===== config.mk =====
export PLATFORM = sky130hd
export DESIGN_NAME = lattice_cell_density_velocity_top
export DESIGN_NICKNAME = d
export VERILOG_FILES = /design/src/rtl/lcdv_pkg.sv /design/src/rtl/lcdv_front.sv /design/src/rtl/lcdv_fifo.sv /design/src/rtl/lcdv_div.sv /design/src/rtl/lcdv_back.sv /design/src/rtl/lattice_cell_density_velocity_top.sv
export SDC_FILE = /design/constraint.sdc
export NUM_CORES = 2
export LEC_CHECK = 0
export BUFFER_PORTS_ARGS = -buffer_cell sky130_fd_sc_hd__buf_2
export CAP_MARGIN = 10
export CORE_ASPECT_RATIO = 0.6
export CORE_UTILIZATION = 50
export CTS_BUF_LIST = sky130_fd_sc_hd__clkbuf_4 sky130_fd_sc_hd__clkbuf_8 sky130_fd_sc_hd__clkbuf_16
export CTS_CLUSTER_SIZE = 25
export DETAILED_ROUTE_END_ITERATION = 12
export PLACE_DENSITY = 0.75
export SKIP_CTS_REPAIR_TIMING = 1
export SLEW_MARGIN = 10
export SYNTH_ARGS = -nofsm -noshare
export SYNTH_HDL_FRONTEND = slang
export SYNTH_HIERARCHICAL = 1
export SYNTH_SLANG_ARGS = --single-unit

===== constraint.sdc =====
create_clock -name i_clk -period 10.09 [get_ports i_clk]
set_input_delay 1.5135 -clock i_clk [delete_from_list [all_inputs] [get_ports i_clk]]
set_output_delay 1.5135 -clock i_clk [all_outputs]
set_load 0.01 [all_outputs]

===== src/rtl/lcdv_pkg.sv =====
// ============================================================================
// lcdv_pkg: shared types and constants for the lattice cell moment block
// Beat formats, cell records, widths and the direction sign decoder.
// ============================================================================
package lcdv_pkg;

    // Lattice and field widths.
    localparam int NUM_DIRECTIONS = 19;
    localparam int COORD_BITS     = 8;
    localparam int DIR_W          = 5;
    localparam int VAL_W          = 24;
    localparam int DENS_W         = 29;
    localparam int MOM_W          = 30;
    localparam int VEL_W          = 24;
    localparam int FRAC_W         = 22;
    localparam int CRD_W          = 8;

    // Divider: two quotient bits per step.
    localparam int DIV_STEPS      = VEL_W / 2;
    localparam int STEP_CNT_W     = $clog2(DIV_STEPS + 1);

    // Cell queue between the accumulator and the divider.
    localparam int FIFO_DEPTH     = 2;
    localparam int PTR_W          = $clog2(FIFO_DEPTH);
    localparam int CNT_W          = $clog2(FIFO_DEPTH + 1);

    // Coordinate mask for the echoed coordinates.
    localparam logic [CRD_W-1:0] COORD_MASK = CRD_W'((64'd1 << COORD_BITS) - 64'd1);

    // Saturation limits.
    localparam logic [DENS_W-1:0] DENS_MAX = {DENS_W{1'b1}};
    localparam logic [MOM_W-1:0]  MOM_MAX  = {1'b0, {(MOM_W-1){1'b1}}};
    localparam logic [MOM_W-1:0]  MOM_MIN  = {1'b1, {(MOM_W-1){1'b0}}};
    localparam logic [VEL_W-1:0]  VEL_MAX  = {1'b0, {(VEL_W-1){1'b1}}};
    localparam logic [VEL_W-1:0]  VEL_MIN  = {1'b1, {(VEL_W-1){1'b0}}};

    // Sign codes of a lattice velocity component.
    localparam logic [1:0] SGN_ZERO  = 2'b00;
    localparam logic [1:0] SGN_PLUS  = 2'b01;
    localparam logic [1:0] SGN_MINUS = 2'b10;

    // Input beat: one distribution value.
    typedef struct packed {
        logic [DIR_W-1:0] direction;
        logic [VAL_W-1:0] dist_value;
        logic             last_of_cell;
        logic [CRD_W-1:0] cell_x;
        logic [CRD_W-1:0] cell_y;
        logic [CRD_W-1:0] cell_z;
    } t_in_beat;

    // Output beat: moments of one cell.
    typedef struct packed {
        logic [DENS_W-1:0]       density;
        logic signed [VEL_W-1:0] vel_x;
        logic signed [VEL_W-1:0] vel_y;
        logic signed [VEL_W-1:0] vel_z;
        logic                    zero_density;
        logic [CRD_W-1:0]        out_x;
        logic [CRD_W-1:0]        out_y;
        logic [CRD_W-1:0]        out_z;
    } t_out_beat;

    // Finished sums of one cell, queued for division.
    typedef struct packed {
        logic [DENS_W-1:0] density;
        logic [MOM_W-1:0]  mom_x;
        logic [MOM_W-1:0]  mom_y;
        logic [MOM_W-1:0]  mom_z;
        logic [CRD_W-1:0]  cx;
        logic [CRD_W-1:0]  cy;
        logic [CRD_W-1:0]  cz;
    } t_cell;

    // Queue status seen by both sides.
    typedef struct packed {
        logic empty;
        logic full;
    } t_fifo_status;

    // Sign codes of one direction on the three axes.
    typedef struct packed {
        logic [1:0] x;
        logic [1:0] y;
        logic [1:0] z;
    } t_signs;

    // Decode a D3Q19 direction into its velocity component signs.
    function automatic t_signs dir_signs(input logic [DIR_W-1:0] dir);
        t_signs s;
        unique case (dir) inside
            5'd3, 5'd7, 5'd10, 5'd13, 5'd17: s.x = SGN_PLUS;
            5'd1, 5'd5, 5'd8, 5'd11, 5'd15:  s.x = SGN_MINUS;
            default:                         s.x = SGN_ZERO;
        endcase
        unique case (dir) inside
            5'd4, 5'd11, 5'd12, 5'd13, 5'd18: s.y = SGN_PLUS;
            5'd0, 5'd5, 5'd6, 5'd7, 5'd14:    s.y = SGN_MINUS;
            default:                          s.y = SGN_ZERO;
        endcase
        unique case (dir) inside
            [5'd14:5'd18]: s.z = SGN_PLUS;
            [5'd0:5'd4]:   s.z = SGN_MINUS;
            default:       s.z = SGN_ZERO;
        endcase
        return s;
    endfunction

endpackage


===== src/rtl/lcdv_front.sv =====
// ============================================================================
// lcdv_front: distribution accumulator
// Sums density and the three momenta per beat and queues each finished cell.
// ============================================================================
module lcdv_front (
    input  logic                     i_clk,
    input  logic                     i_rst_n,
    input  logic                     i_valid,
    output logic                     o_stall,
    input  lcdv_pkg::t_in_beat       i_in,
    input  lcdv_pkg::t_fifo_status   i_fifo_status,
    output logic                     o_push,
    output lcdv_pkg::t_cell          o_cell
);

    logic [lcdv_pkg::DENS_W-1:0] r_dens, n_dens;
    logic [lcdv_pkg::MOM_W-1:0]  r_mx, r_my, r_mz, n_mx, n_my, n_mz;
    logic                        w_accept;
    logic                        w_dir_ok;
    lcdv_pkg::t_signs            w_signs;
    logic [lcdv_pkg::DENS_W:0]   w_dsum;

    // Saturating signed add or subtract of one value into a momentum sum.
    function automatic logic [lcdv_pkg::MOM_W-1:0] mom_add(
        input logic [lcdv_pkg::MOM_W-1:0] acc,
        input logic [1:0]                 sgn,
        input logic [lcdv_pkg::VAL_W-1:0] val
    );
        logic [lcdv_pkg::MOM_W:0] ext;
        logic [lcdv_pkg::MOM_W:0] v;
        logic [lcdv_pkg::MOM_W:0] s;
        ext = {acc[lcdv_pkg::MOM_W-1], acc};
        v   = (lcdv_pkg::MOM_W+1)'(val);
        case (sgn)
            lcdv_pkg::SGN_PLUS:  s = ext + v;
            lcdv_pkg::SGN_MINUS: s = ext - v;
            default:             s = ext;
        endcase
        if (s[lcdv_pkg::MOM_W] != s[lcdv_pkg::MOM_W-1]) begin
            return s[lcdv_pkg::MOM_W] ? lcdv_pkg::MOM_MIN : lcdv_pkg::MOM_MAX;
        end
        return s[lcdv_pkg::MOM_W-1:0];
    endfunction

    // Stall only while the cell queue has no room.
    assign o_stall  = i_fifo_status.full;
    assign w_accept = i_valid && !o_stall;

    // Directions beyond the lattice leave the sums alone.
    assign w_dir_ok = (i_in.direction < lcdv_pkg::DIR_W'(lcdv_pkg::NUM_DIRECTIONS));
    assign w_signs  = lcdv_pkg::dir_signs(i_in.direction);
    assign w_dsum   = (lcdv_pkg::DENS_W+1)'(r_dens) + (lcdv_pkg::DENS_W+1)'(i_in.dist_value);

    // Sums including the current beat.
    always_comb begin
        n_dens = r_dens;
        n_mx   = r_mx;
        n_my   = r_my;
        n_mz   = r_mz;
        if (w_dir_ok) begin
            n_dens = w_dsum[lcdv_pkg::DENS_W] ? lcdv_pkg::DENS_MAX
                                              : w_dsum[lcdv_pkg::DENS_W-1:0];
            n_mx   = mom_add(r_mx, w_signs.x, i_in.dist_value);
            n_my   = mom_add(r_my, w_signs.y, i_in.dist_value);
            n_mz   = mom_add(r_mz, w_signs.z, i_in.dist_value);
        end
    end

    // Accumulators restart from zero after each cell.
    always_ff @(posedge i_clk) begin
        if (!i_rst_n) begin
            r_dens <= '0;
            r_mx   <= '0;
            r_my   <= '0;
            r_mz   <= '0;
        end else if (w_accept) begin
            if (i_in.last_of_cell) begin
                r_dens <= '0;
                r_mx   <= '0;
                r_my   <= '0;
                r_mz   <= '0;
            end else begin
                r_dens <= n_dens;
                r_mx   <= n_mx;
                r_my   <= n_my;
                r_mz   <= n_mz;
            end
        end
    end

    // The last beat of a cell hands its finished sums to the queue.
    assign o_push        = w_accept && i_in.last_of_cell;
    assign o_cell.density = n_dens;
    assign o_cell.mom_x  = n_mx;
    assign o_cell.mom_y  = n_my;
    assign o_cell.mom_z  = n_mz;
    assign o_cell.cx     = i_in.cell_x & lcdv_pkg::COORD_MASK;
    assign o_cell.cy     = i_in.cell_y & lcdv_pkg::COORD_MASK;
    assign o_cell.cz     = i_in.cell_z & lcdv_pkg::COORD_MASK;

endmodule


===== src/rtl/lcdv_fifo.sv =====
// ============================================================================
// lcdv_fifo: cell queue
// Short queue of finished cell sums between the accumulator and the divider.
// ============================================================================
module lcdv_fifo (
    input  logic                   i_clk,
    input  logic                   i_rst_n,
    input  logic                   i_push,
    input  lcdv_pkg::t_cell        i_cell,
    input  logic                   i_pop,
    output lcdv_pkg::t_cell        o_cell,
    output lcdv_pkg::t_fifo_status o_status
);

    lcdv_pkg::t_cell             r_mem [lcdv_pkg::FIFO_DEPTH];
    logic [lcdv_pkg::PTR_W-1:0]  r_wr, r_rd;
    logic [lcdv_pkg::CNT_W-1:0]  r_cnt;

    // Pointers and fill level.
    always_ff @(posedge i_clk) begin
        if (!i_rst_n) begin
            r_wr  <= '0;
            r_rd  <= '0;
            r_cnt <= '0;
        end else begin
            if (i_push) begin
                r_wr <= r_wr + 1'b1;
            end
            if (i_pop) begin
                r_rd <= r_rd + 1'b1;
            end
            if (i_push && !i_pop) begin
                r_cnt <= r_cnt + 1'b1;
            end else if (!i_push && i_pop) begin
                r_cnt <= r_cnt - 1'b1;
            end
        end
    end

    // Entry storage.
    always_ff @(posedge i_clk) begin
        if (i_push) begin
            r_mem[r_wr] <= i_cell;
        end
    end

    assign o_cell         = r_mem[r_rd];
    assign o_status.empty = (r_cnt == '0);
    assign o_status.full  = (r_cnt == lcdv_pkg::CNT_W'(lcdv_pkg::FIFO_DEPTH));

endmodule


===== src/rtl/lcdv_div.sv =====
// ============================================================================
// lcdv_div: velocity divider
// Restoring division of momentum by density, two quotient bits per step.
// ============================================================================
module lcdv_div (
    input  logic                              i_clk,
    input  logic                              i_load,
    input  logic                              i_step,
    input  logic [lcdv_pkg::MOM_W-1:0]        i_mom,
    input  logic [lcdv_pkg::DENS_W-1:0]       i_dens,
    output logic signed [lcdv_pkg::VEL_W-1:0] o_vel
);

    logic [lcdv_pkg::DENS_W-1:0] r_dens;
    logic [lcdv_pkg::DENS_W-1:0] r_rem, n_rem;
    logic [lcdv_pkg::VEL_W-1:0]  r_bits;
    logic [lcdv_pkg::VEL_W-1:0]  r_quo;
    logic                        r_neg;
    logic                        r_ovf;
    logic [1:0]                  n_qbits;
    logic                        w_neg;
    logic [lcdv_pkg::MOM_W-1:0]  w_mag;
    logic                        w_ovf;
    logic [lcdv_pkg::DENS_W:0]   w_t1, w_s1, w_t2, w_s2, w_dext;
    logic                        w_sat;

    // Magnitude, and a quotient that would not fit in the velocity bits.
    assign w_neg = i_mom[lcdv_pkg::MOM_W-1];
    assign w_mag = w_neg ? (~i_mom + 1'b1) : i_mom;
    assign w_ovf = ({1'b0, w_mag} >= {i_dens, 2'b00});

    // Two compare-and-subtract steps of the long division.
    assign w_dext  = {1'b0, r_dens};
    assign w_t1    = {r_rem, r_bits[lcdv_pkg::VEL_W-1]};
    assign n_qbits[1] = (w_t1 >= w_dext);
    assign w_s1    = n_qbits[1] ? (w_t1 - w_dext) : w_t1;
    assign w_t2    = {w_s1[lcdv_pkg::DENS_W-1:0], r_bits[lcdv_pkg::VEL_W-2]};
    assign n_qbits[0] = (w_t2 >= w_dext);
    assign w_s2    = n_qbits[0] ? (w_t2 - w_dext) : w_t2;
    assign n_rem   = w_s2[lcdv_pkg::DENS_W-1:0];

    // Load a new division or advance the current one.
    always_ff @(posedge i_clk) begin
        if (i_load) begin
            r_dens <= i_dens;
            r_neg  <= w_neg;
            r_ovf  <= w_ovf;
            r_rem  <= lcdv_pkg::DENS_W'(w_mag >> 2);
            r_bits <= {w_mag[1:0], {lcdv_pkg::FRAC_W{1'b0}}};
            r_quo  <= '0;
        end else if (i_step) begin
            r_rem  <= n_rem;
            r_bits <= {r_bits[lcdv_pkg::VEL_W-3:0], 2'b00};
            r_quo  <= {r_quo[lcdv_pkg::VEL_W-3:0], n_qbits};
        end
    end

    // Sign and saturation; a magnitude of 2^23 saturates either way.
    assign w_sat = r_ovf || r_quo[lcdv_pkg::VEL_W-1];
    always_comb begin
        if (r_neg) begin
            o_vel = w_sat ? lcdv_pkg::VEL_MIN : (~r_quo + 1'b1);
        end else begin
            o_vel = w_sat ? lcdv_pkg::VEL_MAX : r_quo;
        end
    end

endmodule


===== src/rtl/lcdv_back.sv =====
// ============================================================================
// lcdv_back: velocity stage
// Pops finished cells, divides the three momenta and holds the output beat.
// ============================================================================
module lcdv_back (
    input  logic                   i_clk,
    input  logic                   i_rst_n,
    input  lcdv_pkg::t_cell        i_cell,
    input  lcdv_pkg::t_fifo_status i_fifo_status,
    output logic                   o_pop,
    output logic                   o_valid,
    input  logic                   i_stall,
    output lcdv_pkg::t_out_beat    o_out
);

    typedef enum logic [2:0] {
        S_IDLE = 3'b001,
        S_DIV  = 3'b010,
        S_FIN  = 3'b100
    } t_state;

    t_state                          r_state, n_state;
    logic [lcdv_pkg::STEP_CNT_W-1:0] r_cnt;
    logic                            r_valid;
    lcdv_pkg::t_out_beat             r_out;
    logic [lcdv_pkg::DENS_W-1:0]     r_dens;
    logic [lcdv_pkg::CRD_W-1:0]      r_cx, r_cy, r_cz;
    logic                            w_step;
    logic                            w_out_load;
    logic signed [lcdv_pkg::VEL_W-1:0] w_vx, w_vy, w_vz;
    logic                            w_zero;

    assign o_pop      = (r_state == S_IDLE) && !i_fifo_status.empty;
    assign w_step     = (r_state == S_DIV);
    assign w_out_load = (r_state == S_FIN) && (!r_valid || !i_stall);

    // One divider per axis, stepped together.
    lcdv_div u_div_x (
        .i_clk  (i_clk),
        .i_load (o_pop),
        .i_step (w_step),
        .i_mom  (i_cell.mom_x),
        .i_dens (i_cell.density),
        .o_vel  (w_vx)
    );

    lcdv_div u_div_y (
        .i_clk  (i_clk),
        .i_load (o_pop),
        .i_step (w_step),
        .i_mom  (i_cell.mom_y),
        .i_dens (i_cell.density),
        .o_vel  (w_vy)
    );

    lcdv_div u_div_z (
        .i_clk  (i_clk),
        .i_load (o_pop),
        .i_step (w_step),
        .i_mom  (i_cell.mom_z),
        .i_dens (i_cell.density),
        .o_vel  (w_vz)
    );

    // Sequencer over the division steps.
    always_comb begin
        n_state = r_state;
        unique case (r_state)
            S_IDLE: begin
                if (o_pop) begin
                    n_state = S_DIV;
                end
            end
            S_DIV: begin
                if (r_cnt == lcdv_pkg::STEP_CNT_W'(lcdv_pkg::DIV_STEPS - 1)) begin
                    n_state = S_FIN;
                end
            end
            S_FIN: begin
                if (w_out_load) begin
                    n_state = S_IDLE;
                end
            end
            default: n_state = S_IDLE;
        endcase
    end

    always_ff @(posedge i_clk) begin
        if (!i_rst_n) begin
            r_state <= S_IDLE;
            r_cnt   <= '0;
            r_valid <= 1'b0;
        end else begin
            r_state <= n_state;
            if (o_pop) begin
                r_cnt <= '0;
            end else if (w_step) begin
                r_cnt <= r_cnt + 1'b1;
            end
            if (w_out_load) begin
                r_valid <= 1'b1;
            end else if (!i_stall) begin
                r_valid <= 1'b0;
            end
        end
    end

    // Cell fields that bypass the dividers.
    always_ff @(posedge i_clk) begin
        if (o_pop) begin
            r_dens <= i_cell.density;
            r_cx   <= i_cell.cx;
            r_cy   <= i_cell.cy;
            r_cz   <= i_cell.cz;
        end
    end

    // Output register; a zero density forces zero velocities.
    assign w_zero = (r_dens == '0);
    always_ff @(posedge i_clk) begin
        if (w_out_load) begin
            r_out.density      <= r_dens;
            r_out.vel_x        <= w_zero ? '0 : w_vx;
            r_out.vel_y        <= w_zero ? '0 : w_vy;
            r_out.vel_z        <= w_zero ? '0 : w_vz;
            r_out.zero_density <= w_zero;
            r_out.out_x        <= r_cx;
            r_out.out_y        <= r_cy;
            r_out.out_z        <= r_cz;
        end
    end

    assign o_valid = r_valid;
    assign o_out   = r_out;

endmodule


===== src/rtl/lattice_cell_density_velocity_top.sv =====
// ============================================================================
// lattice_cell_density_velocity_top: D3Q19 cell density and velocity
// Accumulates the 19 distributions of a cell and emits its four moments.
// ============================================================================
// Usage:
//   The input channel takes one distribution value per beat (valid/stall).
//   The beat marked last_of_cell closes the cell and carries its coordinates.
//   The input side accepts one beat per cycle; it stalls only while both
//   entries of the two-deep cell queue are occupied.
//   Each closed cell is divided in order: a load, twelve steps of
//   two quotient bits in three parallel dividers, then a fill of the
//   output register. A result beat follows its last input beat through
//   the queue, the dividers and the output register, and a 19-beat cell
//   stream runs at one beat per cycle without input stalls while the
//   receiver does not stall. Cells whose last beats come closer together
//   than the divider sequence lasts are limited by it and fill the queue.
//   The output register holds a result while the receiver stalls; the
//   input side keeps accumulating until the queue is full.
//   Synchronous reset clears the sums, the queue and the output valid.
// ============================================================================
module lattice_cell_density_velocity_top (
    input  logic                 i_clk,
    input  logic                 i_rst_n,
    input  logic                 i_valid,
    output logic                 o_stall,
    input  lcdv_pkg::t_in_beat   i_in,
    output logic                 o_valid,
    input  logic                 i_stall,
    output lcdv_pkg::t_out_beat  o_out
);

    lcdv_pkg::t_fifo_status w_fifo_status;
    lcdv_pkg::t_cell        w_push_cell;
    lcdv_pkg::t_cell        w_pop_cell;
    logic                   w_push;
    logic                   w_pop;

    // Accumulator front end.
    lcdv_front u_front (
        .i_clk         (i_clk),
        .i_rst_n       (i_rst_n),
        .i_valid       (i_valid),
        .o_stall       (o_stall),
        .i_in          (i_in),
        .i_fifo_status (w_fifo_status),
        .o_push        (w_push),
        .o_cell        (w_push_cell)
    );

    // Cell queue.
    lcdv_fifo u_fifo (
        .i_clk    (i_clk),
        .i_rst_n  (i_rst_n),
        .i_push   (w_push),
        .i_cell   (w_push_cell),
        .i_pop    (w_pop),
        .o_cell   (w_pop_cell),
        .o_status (w_fifo_status)
    );

    // Divider back end.
    lcdv_back u_back (
        .i_clk         (i_clk),
        .i_rst_n       (i_rst_n),
        .i_cell        (w_pop_cell),
        .i_fifo_status (w_fifo_status),
        .o_pop         (w_pop),
        .o_valid       (o_valid),
        .i_stall       (i_stall),
        .o_out         (o_out)
    );

    // The back end never pops an empty queue.
    a_pop_not_empty: assert property (@(posedge i_clk) disable iff (!i_rst_n)
        w_pop |-> !w_fifo_status.empty)
        else $error("cell queue popped while empty");

    // A full queue still holds a cell in the next cycle.
    a_full_drains: assert property (@(posedge i_clk) disable iff (!i_rst_n)
        w_fifo_status.full |=> !w_fifo_status.empty)
        else $error("cell queue lost entries");

    // A zero density result carries zero velocities.
    a_zero_vel: assert property (@(posedge i_clk) disable iff (!i_rst_n)
        (o_valid && o_out.zero_density) |->
            (o_out.vel_x == '0 && o_out.vel_y == '0 && o_out.vel_z == '0))
        else $error("nonzero velocity with zero density");

    // The zero flag matches the density field.
    a_zero_flag: assert property (@(posedge i_clk) disable iff (!i_rst_n)
        o_valid |-> (o_out.zero_density == (o_out.density == '0)))
        else $error("zero density flag mismatch");

endmodule

After elaboration in Yosys (flattened, before gate mapping) --
Memories as Yosys holds them, arrays and structs flattened. A register that Yosys moved wholly into a read port is not among the register bits. Index checks and enable logic that the tools add are counted.
Word-level totals: output and inout port bits 128, input bits 58, bits in registers 481, memories kept 1, memory bits (writable) 286
Memories:
- u_fifo.r_mem | words 2, width 143, read ports 1, clocked after memory_dff 1, write ports 1, RTL line lcdv_fifo.sv:15 | lcdv_pkg::t_cell r_mem [lcdv_pkg::FIFO_DEPTH];
Cells by class: bitwise gates (word level) 7, reductions and logical operators 29, equal/unequal tests 33, order comparisons 14, add/subtract/negate cells 24, multiplexer cells 73
Operator list (count):
- $mux 30 | 18
- $mux 24 | 13
- $mux 29 | 9
- $pmux 31 s2 | 3
- $ge 30x29->1 | 6
- $sub 29x29->29 | 6
- $mux 28 | 6
- $add 30x25->31 | 3
- $ge 30x31->1 | 3
- $mux 31 | 3
- $sub 30x25->31 | 3
- $add 30x1->30 const B | 3
- $not 30->30 | 3
- $add 24x1->24 const B | 3
- $not 24->24 | 3
- $eq 5x4->1 const B | 7
- $add 29x24->30 | 1
- $logic_not 29->1 | 1
- $eq 5x3->1 const B | 4
- $reduce_or 5->1 | 4
- $mux 1 | 12
- $pmux 2 s2 | 3
- $eq 5x5->1 const B | 2
- $mux 3 | 3
- 31 further kinds | 58

Depth between registers and ports, before layout --
word-level depth 12, depth in mapped cells 28

Cells and area by module --
Netlist, hierarchy kept.
Modules (own cells, without submodules):
- lcdv_div at u_back.u_div_x ... | area an instance 8514.4 um^2, instances 2, cells an instance 1037, sequential area each 2332.2 um^2
- lcdv_front | area an instance 13932.1 um^2, instances 1, cells an instance 1997, sequential area each 2382.3 um^2
- lcdv_fifo | area an instance 10815.4 um^2, instances 1, cells an instance 467, sequential area each 8688.3 um^2
- lcdv_div at u_back.u_div_y | area an instance 8670.8 um^2, instances 1, cells an instance 1028, sequential area each 2332.2 um^2
- lcdv_back | area an instance 6416.2 um^2, instances 1, cells an instance 319, sequential area each 5535.3 um^2

Least setup slack after synthesis --
No wires, ideal clock.
path kind input port to flip-flop, from in i_valid, to mem u_fifo/r_mem[0][0] in the netlist's numbering (enable), arrival time 8.297 ns, setup time 0.664 ns, stages on the path 3, required time 9.426 ns, slack 1.129 ns, cell sequence nor2b_1 and2_1 nor2b_1
Between the ends: word-level cells in the longest chain between the ends 4
Ends and longest elaborated chain:
- start, declared | RTL line lattice_cell_density_velocity_top.sv:24 | input logic i_valid,
- $logic_and 1x1->1 | RTL line lcdv_front.sv:47 | assign w_accept = i_valid && !o_stall;
- $logic_and 1x1->1 | RTL line lcdv_front.sv:92 | assign o_push = w_accept && i_in.last_of_cell;
- net w_push | RTL line lattice_cell_density_velocity_top.sv:35 | logic w_push;
- $mux 1 | RTL line lcdv_fifo.sv:42 | if (i_push) begin
- $mux 1 (implied by the code) | RTL line lcdv_fifo.sv:43 | r_mem[r_wr] <= i_cell;
- end, declared | RTL line lcdv_fifo.sv:15
The timed path passes the listed nets, and every way through them passes these cells.

==> metrics.yaml <==
drt:
  drt_first_iter_violations: 5936
  drtPass1Iterations: 10
  maxUsedRoutingLayer: "met5"
  wl_met3_microns: 19400
  totalWireLength_microns: 173000
  wire_per_inst_microns: 23.0
  drt.antenna.violating_nets: 0
  vias: 46700
  dr_wl_met2_microns: 68700
  wl_met1_microns: 80300
  vias_per_cell: 6.22
  drc: 12
synthesis:
  synth_cells: 5885
  async_flop_share: 0
  ys.flop_type: "edfxtp_1"
  avgSynthCellArea_sq_um: 9.66
  syn-num-nets: 6337
  synth_edf_count: 648
  netlist_area_sq_um: 56900
  seq_area_frac_synth: 0.415
  ys_warn_count: 6
  ys_types: 111
  synth_seq_cells: 855
critical_path:
  cp-end-kind: "register"
  cp_max_fo: 21
  critPathRequiredTime_ns: 10.60
  worst_setup_path_start_kind: "input pin"
  critPathKind: "in2reg"
  critPathArrivalTime_ns: 8.28
grt:
  grt_pass1_vias: 43000
  grt_usage: 0.294
  grt_max_degree: 132
  grt_pass1_wl_microns: 262000
  antenna_found_initial: 17
  gr-total-overflow: 0
timing:
  slew_viol_final: 0
  setup-violations-final: 0
  period_minus_slack_ns: 7.77
  fin_crit_sh: 0.770
  fin_skew_ns: 0.0390
  whs_ns: 0.415
  rsz0062_at_grt: "false"
  max_clock_freq_mhz: 129
  hold_viol_final: 0
  finalSetupTns_ns: 0
  maxSlewHeadroom: 0.165
  tightest_slew_ns: 1.25
final_layout:
  drive_above_1_share: 0.118
  fill_cells: 9765
  layout_common_cells: "edfxtp_1, nor2_1, nand2_1"
  final_common_cell: "edfxtp_1"
  syn_to_final_growth_pct: 8.89
  fin_nets: 6381
power_and_ir_drop:
  power_mw: 25.5
  power_density_nw_per_um2: 411
  vdd_drop_max_uv: 454
  p_leak_nw: 24.4
die:
  core_sq_um: 112000
  die_y_microns: 263
  die-area_sq_um: 115000
  start_util: 0.506
  die_w_microns: 437
  boundaryPins: 186
  rows: 95
place:
  hpwl_microns: 128000
  gp_congestion: 1.01
  io_buffers: 185
outcome:
  outcome: "finished with violations"
  violations: "DRC"
hold_path:
  hold_class: "reg2reg"
clock_network:
  cts.clk_slew.worst_paths_ns: 0.07
  clockBufferDepth: 3
  htree_levels: 3
  tritoncts: "built"
  cts_buffers: 85
  clkLatencyLatePin_ns: 0.72
  numClockSinks: 855
  clock-root-buffer: "clkbuf_16"
flow_run:
  cap_violations: 0
[worst max-delay path: stages]
cell      delay, ns
buf_2          0.16
or4_4          0.58
or2_2          0.33
nor2_1         0.27
nand2_1        0.15
nor4_1         0.58
nor3b_2        0.41
nand2_1        0.60
o21bai_1       0.35
ha_1           0.34
a21o_1         0.20
a21o_1         0.20
a221oi_1       0.27
o21ai_0        0.16
nand2b_1       0.18
o221ai_2       0.27
mux2_4         0.38
nor2_2         0.73
o21ai_0        0.30
o21ai_0        0.30
[per-stage QoR]
stage | std cells | util | setup WS (ns) | instance area, sq um
floorplan | 5885 | - | 1.13 | 56900
global placement | 7345 | 0.524 | 2.22 | 58800
detailed placement | 7345 | 0.524 | 1.97 | 58800
CTS | 7505 | 0.551 | 2.69 | 61900
global route | 7506 | 0.551 | 2.02 | 61900
finish | 7518 | 0.551 | 2.32 | 61900
[power by group]
| part | leakage [nW] | switching (mW) | internal (mW) |
|---|---|---|---|
| sequential | 7.69 | 0.340 | 5.10 |
| combinational | 15.2 | 9.96 | 6.57 |
| clock | 1.51 | 1.50 | 1.99 |
[kinds of logic (layout without fill, tap and decap cells)]
kind of cell	Yosys count	count (layout)	share of synthesized area
flip-flops	855	855	0.415
AND/OR/NAND/NOR	1748	1748	0.143
adder cells (fa/ha/maj)	403	403	0.0896
AO/OA/AOI/OAI	1604	1604	0.184
multiplexers	305	305	0.0626
other	0	13	0
buffers and inverters	554	671	0.0413
XOR/XNOR	416	416	0.0649
[area by class of cell]
class	instances	area, sq um	share of cell area
clock buffers	103	2300	0.0371
well taps	1503	1880	0.0304
diodes	13	32.5	0.000525
inverters	280	1050	0.0170
clock inverters	57	754	0.0122
flip-flops and latches	855	23600	0.381
repair buffers	231	1310	0.0211
multi-input cells	4476	31000	0.500
[flip-flops by register name, summed over array words and instances (netlist names), 3 cells and up, named ones only]
name                   cells
u_back/r_dens             29
u_back/u_div_y/r_dens     29
u_front/r_my              30
u_back/u_div_z/r_dens     29
u_back/r_cz                8
u_back/u_div_y/r_quo      24
u_front/r_mx              30
u_back/r_cnt               4
u_front/r_dens            29
u_fifo/r_mem             286
u_back/u_div_z/r_rem      29
u_back/u_div_x/r_dens     29
u_back/u_div_x/r_rem      29
u_back/r_cx                8
u_back/o_out             126
u_front/r_mz              30
u_back/u_div_y/r_rem      29
u_back/u_div_z/r_quo      24
u_back/u_div_x/r_quo      24
u_back/r_state             3
u_back/r_cy                8
[cells in the mapped netlist (57+ instances only)]
| master | count | area (sq um) |
|---|---|---|
| a21boi_0 | 89 | 668 |
| a21o_1 | 106 | 796 |
| a21oi_1 | 413 | 2070 |
| clkbuf_1 | 170 | 638 |
| dfxtp_1 | 207 | 4140 |
| edfxtp_1 | 648 | 19500 |
| ha_1 | 384 | 4800 |
| inv_1 | 277 | 1040 |
| mux2_2 | 117 | 1320 |
| mux2_4 | 71 | 1070 |
| mux2i_1 | 111 | 1110 |
| nand2_1 | 537 | 2020 |
| nand2b_1 | 61 | 382 |
| nand3_1 | 84 | 420 |
| nand4_1 | 57 | 357 |
| nor2_1 | 587 | 2200 |
| nor2b_1 | 62 | 388 |
| nor3_1 | 83 | 415 |
| o21a_1 | 64 | 480 |
| o21ai_0 | 377 | 1890 |
| o31ai_1 | 60 | 450 |
| xnor2_1 | 291 | 2550 |
| xor2_1 | 119 | 1040 |
[layer usage]
layer	vias up	GRT usage
li1	21600	-
met1	22600	0.455
met2	2256	0.402
met3	280	0.0718
met4	8	0.0749
met5	-	0
[final timing paths]
check / start / to / slack [ns] / depth (start not counted)
min reg2reg: u_back/r_cx[7]$_DFFE_PP_ / u_back/o_out[23]$_DFFE_PP_ / 0.41 / 0
min: u_back/r_cx[7]$_DFFE_PP_ / u_back/o_out[23]$_DFFE_PP_ / 0.41 / 0
max reg2reg: u_back/u_div_y/r_dens[0]$_DFFE_PP_ / u_back/u_div_y/r_rem[22]$_DFFE_PP_ / 2.64 / 22
max: i_in[31] / u_fifo/r_mem[1][103]$_DFFE_PP_ / 2.32 / 20
No activity file was read; power rests on OpenSTA's default activity.
